### config.mk
export PLATFORM = sky130hd
export DESIGN_NAME = imu_frame_receiver_decoder_flat
export DESIGN_NICKNAME = d
export VERILOG_FILES = /design/src/imufrd_pkg.sv /design/src/imufrd_if.sv /design/src/imu_frame_receiver_decoder.sv /design/src/flat_wrapper.sv
export SDC_FILE = /design/constraint.sdc
export NUM_CORES = 1
export LEC_CHECK = 0
export BUFFER_PORTS_ARGS = -buffer_cell sky130_fd_sc_hd__buf_2
export CAP_MARGIN = 10
export CORE_AREA = 2 2 232 234
export DETAILED_ROUTE_END_ITERATION = 6
export DIE_AREA = 0 0 234 236
export PLACE_DENSITY_LB_ADDON = 0.08
export SYNTH_ARGS = -nofsm -noshare
export SYNTH_HDL_FRONTEND = slang
export SYNTH_SLANG_ARGS = --single-unit
### constraint.sdc
create_clock -name clk -period 9.78 [get_ports clk]
set_clock_uncertainty 0.1 [all_clocks]
set_input_delay 0.978 -clock clk [delete_from_list [all_inputs] [get_ports clk]]
set_output_delay 0.978 -clock clk [all_outputs]
set_load 0.005 [all_outputs]
### src/imufrd_pkg.sv
// shared types and constants for the imu frame receiver and decoder
package imufrd_pkg;

  // payload widths
  localparam int unsigned BYTE_W   = 8;
  localparam int unsigned VALUE_W  = 16;
  localparam int unsigned TEMP_W   = 15;
  localparam int unsigned YAW_W    = 32;
  localparam int unsigned CFG_W    = 16;
  localparam int unsigned CFG_IDX_W = 1;

  // bytes of a frame that carry data: header, type and four words
  localparam int unsigned STORE_LEN = 10;

  // configuration register indexes
  localparam logic [CFG_IDX_W-1:0] REG_HEADER = 1'd0;
  localparam logic [CFG_IDX_W-1:0] REG_WRAP   = 1'd1;

  // reset values of the configuration registers
  localparam logic [BYTE_W-1:0]  HEADER_RESET = 8'h55;
  localparam logic [VALUE_W-1:0] WRAP_RESET   = 16'd54613;

  // frame type codes
  localparam logic [BYTE_W-1:0] TYPE_ACCEL = 8'h51;
  localparam logic [BYTE_W-1:0] TYPE_ANGLE = 8'h53;

  // result kind codes
  localparam logic FK_ACCEL = 1'b0;
  localparam logic FK_ANGLE = 1'b1;

  // temperature: raw*100/340 = raw*5/17, done as magnitude * round_up(5*2^22/17) >> 22
  localparam int unsigned TEMP_SHIFT  = 22;
  localparam int unsigned TEMP_MULT_W = 21;
  localparam logic [TEMP_MULT_W-1:0] TEMP_MULT = 21'd1233619;
  localparam int unsigned TEMP_Q_W    = 14;
  localparam logic signed [TEMP_W-1:0] TEMP_OFFSET = 15'sd2100;

  // yaw unwrap
  localparam int unsigned DELTA_W = 18;
  localparam logic signed [DELTA_W-1:0] YAW_TURN = 18'sd65536;

endpackage

### src/imufrd_if.sv
// valid/ready channel interfaces for received bytes and decoded results
interface imufrd_rx_if;
  logic                          valid;
  logic                          ready;
  logic [imufrd_pkg::BYTE_W-1:0] rx_byte;

  modport source (output valid, output rx_byte, input ready);
  modport sink   (input valid, input rx_byte, output ready);
endinterface

interface imufrd_res_if;
  logic                                  valid;
  logic                                  ready;
  logic                                  frame_kind;
  logic signed [imufrd_pkg::VALUE_W-1:0] value_x;
  logic signed [imufrd_pkg::VALUE_W-1:0] value_y;
  logic signed [imufrd_pkg::VALUE_W-1:0] value_z;
  logic signed [imufrd_pkg::TEMP_W-1:0]  temperature_centi;
  logic signed [imufrd_pkg::YAW_W-1:0]   yaw_continuous;

  modport source (output valid, output frame_kind, output value_x, output value_y,
                  output value_z, output temperature_centi, output yaw_continuous,
                  input ready);
  modport sink   (input valid, input frame_kind, input value_x, input value_y,
                  input value_z, input temperature_centi, input yaw_continuous,
                  output ready);
endinterface

### src/imu_frame_receiver_decoder.sv
// imu serial frame receiver: frame assembly, decode, temperature scaling, yaw unwrap
//
// Usage
//   rx  : one received serial byte per word (valid/ready). Bytes are collected
//         into frames of FRAME_LEN bytes that start with the header byte; a byte
//         that would start a frame without the header is dropped.
//   res : one word per acceleration (type 0x51) or angle (type 0x53) frame, with
//         the three raw words, temperature in hundredths of a degree and the
//         unwrapped yaw count. Other frame types give nothing.
//   cfg : cfg_we / cfg_index / cfg_wdata, index 0 header byte, index 1 yaw wrap
//         threshold. Write only while the block is idle.
// Throughput: one byte per cycle while rx.ready is high. Path: the result of a frame
//   passes the decode register, the multiply and unwrap register and the output
//   register, in that order, after its last byte is accepted.
// Stalls: bytes keep flowing while a result waits; up to three decoded frames
//   are held in the pipe, and only the last byte of a further frame waits for
//   room in the decode register.
// Reset: frame assembly restarts, the yaw history and accumulator clear and the
//   registers return to header 0x55 and threshold 54613.
module imu_frame_receiver_decoder #(
  parameter int unsigned FRAME_LEN = 11
) (
  input  logic                                clk,
  input  logic                                rst,
  imufrd_rx_if.sink                           rx,
  imufrd_res_if.source                        res,
  input  logic                                cfg_we,
  input  logic [imufrd_pkg::CFG_IDX_W-1:0]    cfg_index,
  input  logic [imufrd_pkg::CFG_W-1:0]        cfg_wdata
);
  import imufrd_pkg::*;

  localparam int unsigned CNT_W = $clog2(FRAME_LEN);

  // configuration registers
  logic [BYTE_W-1:0]  header_byte;
  logic [VALUE_W-1:0] wrap_threshold;

  // frame assembly
  logic [BYTE_W-1:0] frame_store [STORE_LEN];
  logic [CNT_W-1:0]  byte_count;
  logic [CNT_W-1:0]  byte_count_next;
  logic [BYTE_W-1:0] view [STORE_LEN];
  logic              in_fire;
  logic              last_byte;
  logic              hdr_ok;
  logic              is_accel;
  logic              is_angle;
  logic              d_load;

  // decode stage
  logic                      d_valid;
  logic                      d_kind;
  logic signed [VALUE_W-1:0] d_x;
  logic signed [VALUE_W-1:0] d_y;
  logic signed [VALUE_W-1:0] d_z;
  logic signed [VALUE_W-1:0] d_t;

  // multiply / unwrap stage
  logic                      m_valid;
  logic                      m_kind;
  logic signed [VALUE_W-1:0] m_x;
  logic signed [VALUE_W-1:0] m_y;
  logic signed [VALUE_W-1:0] m_z;
  logic                      m_neg;
  logic [TEMP_Q_W-1:0]       m_q;
  logic signed [DELTA_W-1:0] m_delta;

  // yaw history
  logic signed [VALUE_W-1:0] previous_yaw;
  logic signed [YAW_W-1:0]   yaw_acc;

  // output register
  logic o_valid;

  // handshake across the stages
  logic o_load;
  logic m_adv;
  logic m_free;
  logic d_adv;
  logic d_free;

  // stage combinational values
  logic [VALUE_W-1:0]                 t_mag;
  logic [VALUE_W+TEMP_MULT_W-1:0]     t_prod;
  logic signed [VALUE_W:0]            y_diff;
  logic [VALUE_W:0]                   y_mag;
  logic signed [DELTA_W-1:0]          y_delta;
  logic signed [TEMP_W-1:0]           q_s;
  logic signed [TEMP_W-1:0]           temp_val;
  logic signed [YAW_W:0]              acc_sum;
  logic signed [YAW_W-1:0]            acc_next;

  // configuration writes
  always_ff @(posedge clk) begin
    if (rst) begin
      header_byte    <= HEADER_RESET;
      wrap_threshold <= WRAP_RESET;
    end else if (cfg_we) begin
      case (cfg_index)
        REG_HEADER: header_byte    <= cfg_wdata[BYTE_W-1:0];
        REG_WRAP:   wrap_threshold <= cfg_wdata[VALUE_W-1:0];
        default:    ;
      endcase
    end
  end

  // pipeline flow control
  always_comb begin
    o_load = !o_valid || res.ready;
    m_adv  = m_valid && o_load;
    m_free = !m_valid || o_load;
    d_adv  = d_valid && m_free;
    d_free = !d_valid || m_free;
  end

  // frame view with the incoming byte in its slot
  always_comb begin
    for (int i = 0; i < STORE_LEN; i++) begin
      view[i] = (byte_count == CNT_W'(i)) ? rx.rx_byte : frame_store[i];
    end
    last_byte = (byte_count == CNT_W'(FRAME_LEN - 1));
    rx.ready  = !last_byte || d_free;
    in_fire   = rx.valid && rx.ready;
    hdr_ok    = (view[0] == header_byte);
    is_accel  = (view[1] == TYPE_ACCEL);
    is_angle  = (view[1] == TYPE_ANGLE);
    d_load    = in_fire && hdr_ok && last_byte && (is_accel || is_angle);
    if (!in_fire) begin
      byte_count_next = byte_count;
    end else if (!hdr_ok || last_byte) begin
      byte_count_next = '0;
    end else begin
      byte_count_next = byte_count + 1'b1;
    end
  end

  // byte store and count
  always_ff @(posedge clk) begin
    if (rst) begin
      byte_count <= '0;
    end else begin
      byte_count <= byte_count_next;
    end
    for (int i = 0; i < STORE_LEN; i++) begin
      if (in_fire && byte_count == CNT_W'(i)) begin
        frame_store[i] <= rx.rx_byte;
      end
    end
  end

  // decode register
  always_ff @(posedge clk) begin
    if (rst) begin
      d_valid <= 1'b0;
    end else if (d_load) begin
      d_valid <= 1'b1;
    end else if (d_adv) begin
      d_valid <= 1'b0;
    end
    if (d_load) begin
      d_kind <= is_angle ? FK_ANGLE : FK_ACCEL;
      d_x    <= {view[3], view[2]};
      d_y    <= {view[5], view[4]};
      d_z    <= {view[7], view[6]};
      d_t    <= {view[9], view[8]};
    end
  end

  // temperature multiply and yaw step
  always_comb begin
    t_mag  = d_t[VALUE_W-1] ? VALUE_W'(-d_t) : VALUE_W'(d_t);
    t_prod = (VALUE_W+TEMP_MULT_W)'(t_mag) * (VALUE_W+TEMP_MULT_W)'(TEMP_MULT);
    y_diff = (VALUE_W+1)'(d_z) - (VALUE_W+1)'(previous_yaw);
    y_mag  = y_diff[VALUE_W] ? (VALUE_W+1)'(-y_diff) : (VALUE_W+1)'(y_diff);
    if (y_mag > {1'b0, wrap_threshold}) begin
      if (d_z[VALUE_W-1]) begin
        y_delta = YAW_TURN - $signed(DELTA_W'(y_mag));
      end else begin
        y_delta = $signed(DELTA_W'(y_mag)) - YAW_TURN;
      end
    end else begin
      y_delta = DELTA_W'(y_diff);
    end
  end

  always_ff @(posedge clk) begin
    if (rst) begin
      m_valid      <= 1'b0;
      previous_yaw <= '0;
    end else begin
      if (d_adv) begin
        m_valid <= 1'b1;
      end else if (m_adv) begin
        m_valid <= 1'b0;
      end
      if (d_adv && d_kind == FK_ANGLE) begin
        previous_yaw <= d_z;
      end
    end
    if (d_adv) begin
      m_kind  <= d_kind;
      m_x     <= d_x;
      m_y     <= d_y;
      m_z     <= d_z;
      m_neg   <= d_t[VALUE_W-1];
      m_q     <= t_prod[TEMP_SHIFT +: TEMP_Q_W];
      m_delta <= y_delta;
    end
  end

  // temperature offset and saturating accumulate
  always_comb begin
    q_s      = $signed(TEMP_W'(m_q));
    temp_val = (m_neg ? -q_s : q_s) + TEMP_OFFSET;
    acc_sum  = (YAW_W+1)'(yaw_acc) + (YAW_W+1)'(m_delta);
    if (acc_sum[YAW_W] != acc_sum[YAW_W-1]) begin
      acc_next = acc_sum[YAW_W] ? {1'b1, {(YAW_W-1){1'b0}}} : {1'b0, {(YAW_W-1){1'b1}}};
    end else begin
      acc_next = acc_sum[YAW_W-1:0];
    end
  end

  // output register and accumulator
  always_ff @(posedge clk) begin
    if (rst) begin
      o_valid <= 1'b0;
      yaw_acc <= '0;
    end else begin
      if (m_adv) begin
        o_valid <= 1'b1;
      end else if (res.ready) begin
        o_valid <= 1'b0;
      end
      if (m_adv && m_kind == FK_ANGLE) begin
        yaw_acc <= acc_next;
      end
    end
    if (m_adv) begin
      res.frame_kind        <= m_kind;
      res.value_x           <= m_x;
      res.value_y           <= m_y;
      res.value_z           <= m_z;
      res.temperature_centi <= temp_val;
      res.yaw_continuous    <= (m_kind == FK_ANGLE) ? acc_next : yaw_acc;
    end
  end

  assign res.valid = o_valid;

  // the byte count never reaches a full frame
  a_count_range: assert property (@(posedge clk) disable iff (rst)
    byte_count < CNT_W'(FRAME_LEN))
    else $error("byte count out of range");

  // input only waits on the last byte of a frame
  a_ready_last: assert property (@(posedge clk) disable iff (rst)
    !rx.ready |-> last_byte && d_valid && !m_free)
    else $error("input stalled outside a frame end");

  // accumulator moves only when an angle frame reaches the output
  a_acc_stable: assert property (@(posedge clk) disable iff (rst)
    !(m_adv && m_kind == FK_ANGLE) |=> $stable(yaw_acc))
    else $error("yaw accumulator changed without an angle frame");

  // yaw history moves only when an angle frame leaves the decode register
  a_prev_stable: assert property (@(posedge clk) disable iff (rst)
    !(d_adv && d_kind == FK_ANGLE) |=> $stable(previous_yaw))
    else $error("previous yaw changed without an angle frame");

  // a waiting decoded frame is not lost
  a_d_hold: assert property (@(posedge clk) disable iff (rst)
    d_valid && !m_free |=> d_valid)
    else $error("decoded frame dropped while stalled");

endmodule
### src/flat_wrapper.sv
// flat-port wrapper written by rule: the top's interface ports become plain ports
module imu_frame_receiver_decoder_flat import imufrd_pkg::*;
#(
  parameter int unsigned FRAME_LEN = 11
)
  (clk, rst, cfg_we, cfg_index, cfg_wdata, rx_valid, rx_rx_byte, rx_ready, res_valid, res_frame_kind, res_value_x, res_value_y, res_value_z, res_temperature_centi, res_yaw_continuous, res_ready);
  imufrd_rx_if rx_i ();
  imufrd_res_if res_i ();
  input  logic clk;
  input  logic rst;
  input  logic cfg_we;
  input  logic [imufrd_pkg::CFG_IDX_W-1:0] cfg_index;
  input  logic [imufrd_pkg::CFG_W-1:0] cfg_wdata;
  input wire logic [$bits(rx_i.valid)-1:0] rx_valid;
  input wire logic [$bits(rx_i.rx_byte)-1:0] rx_rx_byte;
  output wire logic [$bits(rx_i.ready)-1:0] rx_ready;
  output wire logic [$bits(res_i.valid)-1:0] res_valid;
  output wire logic [$bits(res_i.frame_kind)-1:0] res_frame_kind;
  output wire logic [$bits(res_i.value_x)-1:0] res_value_x;
  output wire logic [$bits(res_i.value_y)-1:0] res_value_y;
  output wire logic [$bits(res_i.value_z)-1:0] res_value_z;
  output wire logic [$bits(res_i.temperature_centi)-1:0] res_temperature_centi;
  output wire logic [$bits(res_i.yaw_continuous)-1:0] res_yaw_continuous;
  input wire logic [$bits(res_i.ready)-1:0] res_ready;
  assign rx_i.valid = rx_valid;
  assign rx_i.rx_byte = rx_rx_byte;
  assign rx_ready = rx_i.ready;
  assign res_valid = res_i.valid;
  assign res_frame_kind = res_i.frame_kind;
  assign res_value_x = res_i.value_x;
  assign res_value_y = res_i.value_y;
  assign res_value_z = res_i.value_z;
  assign res_temperature_centi = res_i.temperature_centi;
  assign res_yaw_continuous = res_i.yaw_continuous;
  assign res_i.ready = res_ready;
  imu_frame_receiver_decoder #(.FRAME_LEN(FRAME_LEN)) u_core (.clk(clk), .rst(rst), .rx(rx_i), .res(res_i), .cfg_we(cfg_we), .cfg_index(cfg_index), .cfg_wdata(cfg_wdata));
endmodule
-- Word-level counts from Yosys, hierarchy flattened
Memory sizes are Yosys's and may differ from the RTL's. A register that Yosys moved wholly into a read port is not among the register bits.
Index checks and enable logic that the tools add are counted.
- bits in registers: 258
- memory bits (writable): 80
- input port bits: 30
- output and inout port bits: 98
- memories: 1
- memories (name ; words ; width ; read ports ; clocked after memory_dff ; write ports ; line ; RTL):
    u_core.frame_store ; 10 ; 8 ; 10 ; 8 ; 1 ; imu_frame_receiver_decoder.sv:40 ; logic [BYTE_W-1:0] frame_store [STORE_LEN];
- add/subtract/negate cells: 9
- multiply operators: 1
- order comparisons: 1
- eq/ne operators: 14
- mux-type cells: 65
- bitwise operators: 1
- reduce and logical (&&, ||, !) cells: 44
- operators with widths (kind ; number):
    two-way mux 32 bit ; 3
    two-way mux 8 bit ; 11
    OR reduction 8 bit ; 9
    two-way mux 4 bit ; 10
    multiplier 16 x 21 -> 36 bit (second input constant) ; 1
    two-way mux 1 bit ; 36
    two-way mux 18 bit ; 2
    adder 32 x 18 -> 33 bit ; 1
    logical AND 1 bit ; 18
    subtractor 17 x 17 -> 18 bit (first input constant) ; 1
    subtractor 17 x 17 -> 18 bit (second input constant) ; 1
    greater-than comparator 17 x 16 -> 1 bit ; 1
    two-way mux 17 bit ; 1
    negator 17 bit ; 1
    subtractor 16 x 16 -> 17 bit ; 1
    == test 4 x 3 -> 1 bit (second input constant) ; 4
    == test 8 x 7 -> 1 bit (second input constant) ; 2
    two-way mux 16 bit ; 1
    negator 16 bit ; 1
    adder 15 x 13 -> 15 bit (second input constant) ; 1
    two-way mux 15 bit ; 1
    negator 14 -> 15 bit ; 1
    == test 4 bit (second input constant) ; 3
    == test 4 x 2 -> 1 bit (second input constant) ; 2
    other kinds (10) ; 22

-- Longest topological paths before layout
Gate-level depths: netlist of the first run.
- depth in word-level cells: 19
- mapped depth: 32

-- Least setup slack after synthesis of the first run
No wires, ideal clock.
- path type: flip-flop to flip-flop
- start: reg u_core.d_t[0], read port of u_core.frame_store
- end: reg u_core.m_q[13], data pin
- arrival: 8.077 ns
- slack: 1.343 ns
- cell stages (with the launch flop): 27
- path buffers: 0
- clock period less this slack: 8.437 ns
- path through: edfxtp_1 -> or3_1 -> or3b_2 -> or3_1 -> nor4b_1 -> ha_1 -> inv_1 -> fa_1 -> fa_1 -> fa_1 -> inv_1 -> fa_1 -> inv_1 -> fa_1 -> inv_1 -> ha_1 -> nand4_1 -> nor2_1 -> a211o_1 -> a221o_1 -> o211ai_1 -> a21oi_1 -> or2_2 -> a41o_1 -> nor4_1 -> nor3_1 -> xnor2_1
- longest elaborated chain between the ends: 3
- RTL lines (item ; line ; RTL):
    from (decl) ; imu_frame_receiver_decoder.sv:57 ; logic signed [VALUE_W-1:0] d_t;
    negator 16 bit ; imu_frame_receiver_decoder.sv:172 ; t_mag = d_t[VALUE_W-1] ? VALUE_W'(-d_t) : VALUE_W'(d_t);
    two-way mux 16 bit * ; imu_frame_receiver_decoder.sv:172 ;
    multiplier 16 x 21 -> 36 bit * ; imu_frame_receiver_decoder.sv:173 ; t_prod = (VALUE_W+TEMP_MULT_W)'(t_mag) * (VALUE_W+TEMP_MULT_W)'(TEMP_MULT);
    named net u_core.t_prod[35] ; imu_frame_receiver_decoder.sv:85 ; logic [VALUE_W+TEMP_MULT_W-1:0] t_prod;
    to (signal assigned) ; imu_frame_receiver_decoder.sv:207 ; m_q <= t_prod[TEMP_SHIFT +: TEMP_Q_W];
    to (decl) ; imu_frame_receiver_decoder.sv:66 ; logic [TEMP_Q_W-1:0] m_q;
The timed path passes the listed nets; every way through them passes the cells marked *.
A chain may end at the register's enable or synchronous reset.

-- Worst setup path in the final report of the first run
Ends and elaborated chain as after synthesis.

==> flow_summary_export.csv, run 1 <==
group,metric,value,unit
timing,hold_viol,0,
cts,cts_setup_buffers,0,
drt,ant_nets,0,
timing,max_freq,118.1,MHz
cts,path_clk_slew,0.06,ns
timing,post-route-min-period,8.464,ns
synthesis,synth-seq-area-share,0.4814,
final_layout,antenna_cells,0,
synthesis,synth.most_common_cell,"edfxtp_1",
min_path,min_path_type,"flop to flop",
timing,rsz0062_at_grt,"false",
drt,vias,15079,
power,p_seq_frac,0.488,
synthesis,ys_ff_latch,402,
power,peakVddDrop,0.1601,mV
global_route,antenna_found_initial,1,
power,leakagePower,10.95,nW
power,switchingPower,0.7610,mW
place,place_congestion,0.8768,
cts,clock-sinks,402,
setup_path,reg2reg_from,"u_core.d_t[0]",
synthesis,synth_compound_area_frac,0.1155,
setup_path,reg2reg_setup_slack,1.32,ns
place,place_ws,1.324,ns
synthesis,synthDistinctLibCells,92,
setup_path,critPathKind,"flop to flop",
global_route,grt_pass1_wl,82150,um
timing,setup_viol,0,
place,placed_area,0.02487,mm2
setup_path,critPathLaunchType,"flop",
power,power.density,142.1,mW/mm2
place,portBuffers,127,
global_route,grt_usage,0.1900,
die,ios,128,
synthesis,synthFlopType,"edfxtp_1",
cts,clock_tree.htree_level_count,2,
die,start_util,0.4416,
place,dp_hpwl,38600,um
final_layout,final_nets,2503,
synthesis,syn-num-nets,2368,
power,clkPwrFrac,0.494,
cts,max-clock-path-buffers,3,
power,swShare,0.2017,
timing,relSlewSlack,0.2684,
timing,tightest_slew,1.094,ns
synthesis,synthTopCellsByArea,"edfxtp_1, ha_1, fa_1",
synthesis,synth_top_cell_by_area,"edfxtp_1",
die,coreArea,0.05307,mm2
final_layout,drive_gt1_frac,0.1180,
timing,postLayoutSetupSlackWorst,1.316,ns
final_layout,postLayoutCellArea,0.02654,mm2
drt,wl,51530,um
final_layout,syn_to_final_growth,13.27,%
drt,drc_errors,0,
flow_run,maxCapViolations,0,
drt,detail_route.vias_per_cell,5.201,
power,p_int,3.012,mW
global_route,grt_max_degree,61,
timing,holdWs,0.2913,ns
synthesis,synthAdderAreaFrac,0.1985,
timing,setup_tns,0,ns
synthesis,avgSynthCellArea,11.53,um2
drt,wl_per_cell,17.78,um
final_layout,fillers,4782,
power,comb_power_share,0.017,
synthesis,synth_xor_area_frac,0.04992,
min_path,min-delay-start,"u_core.frame_store[9][3]",
place,place_inst,2817,
die,die_w,234,um
cts,cts_buffers,44,
drt,drtIter0Drc,803,
setup_path,critPathMaxFanout,12,
die,dieArea,0.05522,mm2
cts,cts_tree,"done",
synthesis,netlist_instances,2032,
synthesis,async_flop_share,0,
cts,clock_latency,0.59,ns
setup_path,worstPathArrival,8.67,ns
die,die-height,236,um
synthesis,synth_area,0.02343,mm2
cts,cts_root_buf,"clkbuf_16",
global_route,grt_overflow,0,
timing,finalCritPeriodShare,0.8655,
synthesis,synth-simple-area-share,0.09290,
synthesis,synth.area.mux_share,0.01014,
cts,cts_resized,0,
synthesis,synth_top_cell_area_share,0.4139,
synthesis,synth_commonest_cells,"edfxtp_1, inv_1, ha_1, nand2_1, a21oi_1",
timing,finalMaxSlewViolations,0,
drt,drtPass1Iterations,5,
synthesis,synth_top_family_by_area,"adder cells",
final_layout,finalNonFillerCells,2899,
status,outcome,"complete, no violations",
synthesis,synth_edf_count,323,
cts,holdBufCountCts,0,
setup_path,crit_start,"u_core.d_t[0]",
die,rows,85,
synthesis,yosysWarnings,0,
setup_path,end_kind,"flop",
setup_path,cp_data_required_time,9.98,ns
global_route,first_global_vias,15217,
## sequential cells by signal (all words and copies together), names as in the netlist, 18 cells and up
name and flops:
u_core.yaw_acc 32, u_core.res.yaw_continuous 32, u_core.frame_store 80, u_core.m_delta 18
## cell type report
cell class,count,area [um2],share of cell area
sequential,402,11280,0.4250
multi-input combinational,1312,10980,0.4136
clock buffer,47,1134,0.04271
inverter,266,998.5,0.03761
tap,696,870.8,0.03281
timing repair buffer,141,740.7,0.02790
clock inverter,35,541.8,0.02041
## logic make-up after synthesis
kind of cell / Yosys count
AND/OR/NAND/NOR: 447
flip-flops: 402
AO/OA/AOI/OAI: 394
buffers and inverters: 318
adder cells (fa/ha/maj): 317
XOR/XNOR: 131
multiplexers: 23
## power groups by stage
stage	clock, mW	sequential [mW]	combinational (mW)
2_1_floorplan	0	1.88	0.0402
3_3_place_gp	0	1.88	0.0655
3_5_place_dp	0	1.88	0.0667
4_1_cts	1.92	1.84	0.0669
5_1_grt	1.98	1.84	0.0737
6_report	1.87	1.84	0.0657
## critical path: stages (launching register included)
cell	delay, ns
edfxtp_1	0.35
buf_4	0.21
or3_1	0.38
or3b_2	0.52
or3_1	0.37
o31ai_1	0.25
xnor2_1	0.22
ha_1	0.36
inv_1	0.06
fa_1	0.52
inv_1	0.05
fa_1	0.55
fa_1	0.57
inv_1	0.06
fa_1	0.50
fa_1	0.55
inv_1	0.04
ha_1	0.30
a21o_1	0.16
a211o_1	0.30
a221o_1	0.35
o211ai_1	0.26
a21oi_1	0.11
or2_2	0.34
a41o_1	0.29
nor4_1	0.18
nor3_1	0.10
xnor2_1	0.13
## metrics by stage
step / power, mW / utilization
after floorplan: 1.917 / -
after global placement: 1.944 / 0.4686
after detailed placement: 1.945 / 0.4686
after CTS: 3.827 / 0.5002
after global routing: 3.900 / 0.5002
final: 3.773 / 0.5002
## placed cells by master (no fill, tap or decap), types with 41 or more instances in the layout
cell type / synthesis / final
buf_2: 6 / 127
xor2_1: 41 / 41
dfxtp_1: 79 / 79
nand2_1: 177 / 177
a21oi_1: 105 / 104
a22o_1: 41 / 41
ha_1: 211 / 211
inv_1: 265 / 265
xnor2_1: 87 / 86
clkbuf_16: 0 / 45
fa_1: 95 / 95
nor2_1: 79 / 79
edfxtp_1: 323 / 323
o21ai_0: 82 / 82
## path summary, 6_finish.rpt
check | to | cells past startpoint
worst max-delay path | u_core.m_q[13] | 27
worst min-delay path | u_core.d_t[11] | 0
worst max register to register | u_core.m_q[13] | 27
worst min register to register | u_core.d_t[11] | 0
## layer usage
layer / vias to the layer above / share of wire / track usage
li1: 7454 / - / -
met1: 7284 / 0.48 / 0.2708
met2: 278 / 0.46 / 0.3059
met3: 61 / 0.035 / 0.02551
met4: 2 / 0.018 / 0.04756
met5: - / 0.00025 / 0
No activity file was read; power rests on OpenSTA's default activity.
==> run 2, diff against run 1 <==
--- a/config.mk
+++ b/config.mk
@@ -10,6 +10,7 @@
 export CORE_AREA = 2 2 232 234
 export DETAILED_ROUTE_END_ITERATION = 6
 export DIE_AREA = 0 0 234 236
+export GPL_TIMING_DRIVEN = 0
 export PLACE_DENSITY_LB_ADDON = 0.08
 export SYNTH_ARGS = -nofsm -noshare
 export SYNTH_HDL_FRONTEND = slang
==> run 2 against run 1 <==
Clock-buffer cell count up 9; design area shrank 0.27%; maximum frequency shrank 5.5%; total power shrank 7.5%; worst setup slack worse by 0.50 ns; worst hold slack improved by 0.016 ns; sequential power is essentially flat; die area unchanged; combinational power increased by 6.1%; wire length increased by 2.2%; critical endpoint unchanged.
==> flow_summary_export.csv, run 2 (same netlist as run 1, synthesis figures left out) <==
group,metric,value,unit
final_layout,syn_to_final_growth,12.97,%
timing,tightest_slew,1.101,ns
status,outcome,"complete, no violations",
timing,setup_viol,0,
min_path,worst_hold_path.num_cells,0,
global_route,grt_usage,0.1942,
global_route,first_global_vias,15539,
drt,ant_nets,0,
place,place_ws,0.5126,ns
setup_path,r2r-end,"u_core.m_q[13]",
cts,clock-sinks,402,
global_route,top_usage_layer,"met2",
final_layout,final_common_cell,"edfxtp_1",
timing,hold_viol,0,
flow_run,maxCapViolations,0,
power,peakVddDrop,0.1821,mV
cts,clock_tree.htree_level_count,2,
power,power.density,131.9,mW/mm2
final_layout,largest_reg_flops,80,
setup_path,critPathKind,"flop to flop",
die,rows,85,
timing,postLayoutSetupSlackWorst,0.8192,ns
die,start_util,0.4416,
drt,wl,52690,um
setup_path,reg2reg_from,"u_core.d_t[0]",
timing,holdWs,0.3071,ns
global_route,use_met2,0.3207,
place,portBuffers,127,
cts,max-clock-path-buffers,3,
setup_path,ff2ff_path_depth,26,
setup_path,critPathMaxFanout,12,
global_route,grt_overflow,0,
timing,rsz0062_at_grt,"false",
place,place_congestion,0.8869,
setup_path,end_kind,"flop",
timing,relSlewSlack,0.2635,
die,coreArea,0.05307,mm2
cts,cts_resized,0,
timing,finalCritPeriodShare,0.9162,
setup_path,cp_data_required_time,10.02,ns
global_route,grt_util_met3,0.02829,
final_layout,final_nets,2550,
setup_path,critPathLaunchType,"flop",
power,total_power,3.491,mW
final_layout,drive_gt1_frac,0.1091,
die,dieArea,0.05522,mm2
min_path,min-delay-start,"u_core.frame_store[6][1]",
cts,clock_latency,0.59,ns
global_route,grt_max_degree,47,
power,leakagePower,10.89,nW
timing,post-route-min-period,8.961,ns
die,die_w,234,um
drt,drc_errors,0,
drt,drtPass1Iterations,5,
cts,cts_root_buf,"clkbuf_16",
drt,drtIter0Drc,861,
die,ios,128,
final_layout,top_regs,"u_core.frame_store (80), u_core.res.yaw_continuous (32), u_core.yaw_acc (32)",
final_layout,final_cell_mix,"edfxtp_1, inv_1, ha_1",
drt,wl_per_cell,17.91,um
timing,max_freq,111.6,MHz
timing,finalMaxSlewViolations,0,
drt,detail_route.vias_per_cell,5.194,
die,die-height,236,um
global_route,grt_pass1_wl,83630,um
final_layout,regMostFlops,"u_core.frame_store",
place,dp_hpwl,39920,um
drt,vias,15280,
min_path,min_path_type,"flop to flop",
cts,holdBufCountCts,0,
final_layout,antenna_cells,0,
global_route,use_met1,0.2689,
setup_path,reg2reg_setup_slack,0.82,ns
cts,path_clk_slew,0.07,ns
min_path,holdPathEnd,"u_core.d_z[1]",
cts,cts_buffers,43,
global_route,antenna_found_initial,0,
cts,cts_tree,"done",
cts,cts_setup_buffers,0,
setup_path,worstPathArrival,9.20,ns
-- run 2: area by class of cell --
| cell class | instances | area, um2 |
|---|---|---|
| fill | 4703 | 26600 |
| tap | 696 | 870.8 |
| inverter | 266 | 998.5 |
| multi-input combinational | 1312 | 10970 |
| timing repair buffer | 137 | 787.0 |
| sequential | 402 | 11280 |
| buffer | 52 | 210.2 |
| clock inverter | 21 | 206.4 |
| clock buffer | 56 | 1145 |
-- run 2: worst max-delay path by stage --
stage / from / to / slack (ns) / cells after the start
2_1_floorplan: u_core.d_t[0] / u_core.m_q[13] / 1.34 / 26
3_3_place_gp: res_ready / u_core.yaw_acc[0] / -1.59 / 8
3_5_place_dp: u_core.d_t[0] / u_core.m_q[13] / 0.51 / 26
4_1_cts: u_core.d_t[0] / u_core.m_q[13] / 0.51 / 26
5_1_grt: u_core.d_t[0] / u_core.m_q[13] / 0.20 / 30
6_report: u_core.d_t[0] / u_core.m_q[13] / 0.82 / 26
-- run 2: critical path: stages (launching register included) --
cell	delay, ns
edfxtp_1	0.65
or3_1	0.45
or3b_2	0.51
or3_1	0.40
nor4b_4	0.56
ha_1	0.34
inv_1	0.14
fa_1	0.47
fa_1	0.53
inv_1	0.06
fa_1	0.53
inv_1	0.06
fa_1	0.51
fa_1	0.56
inv_1	0.05
ha_1	0.30
a22o_1	0.24
nor4_1	0.36
o221a_2	0.36
nor3b_1	0.09
o211ai_1	0.25
a21oi_1	0.12
or2_2	0.34
a41o_1	0.29
nor4_1	0.21
nor3_1	0.12
xnor2_1	0.13
-- run 2: per-layer routing --
metal	part of all wire	wire, um
met5	0	0
met3	0.037	1933
met4	0.020	1036
met1	0.47	24800
met2	0.47	24920
-- run 2: report_power, final --
group,internal [mW],switching (mW)
sequential,1.84,0.00460
clock,0.888,0.691
combinational,0.0252,0.0446
-- run 2: metrics by stage --
step	utilization	setup TNS (ns)	area, um2	instances
after floorplan	-	0	23430	2032
after global placement	0.4700	-41.57	24940	2855
after detailed placement	0.4732	0	25110	2865
after CTS	0.4987	0	26460	2942
after global routing	0.4988	0	26470	2942
final	0.4988	0	26470	2942
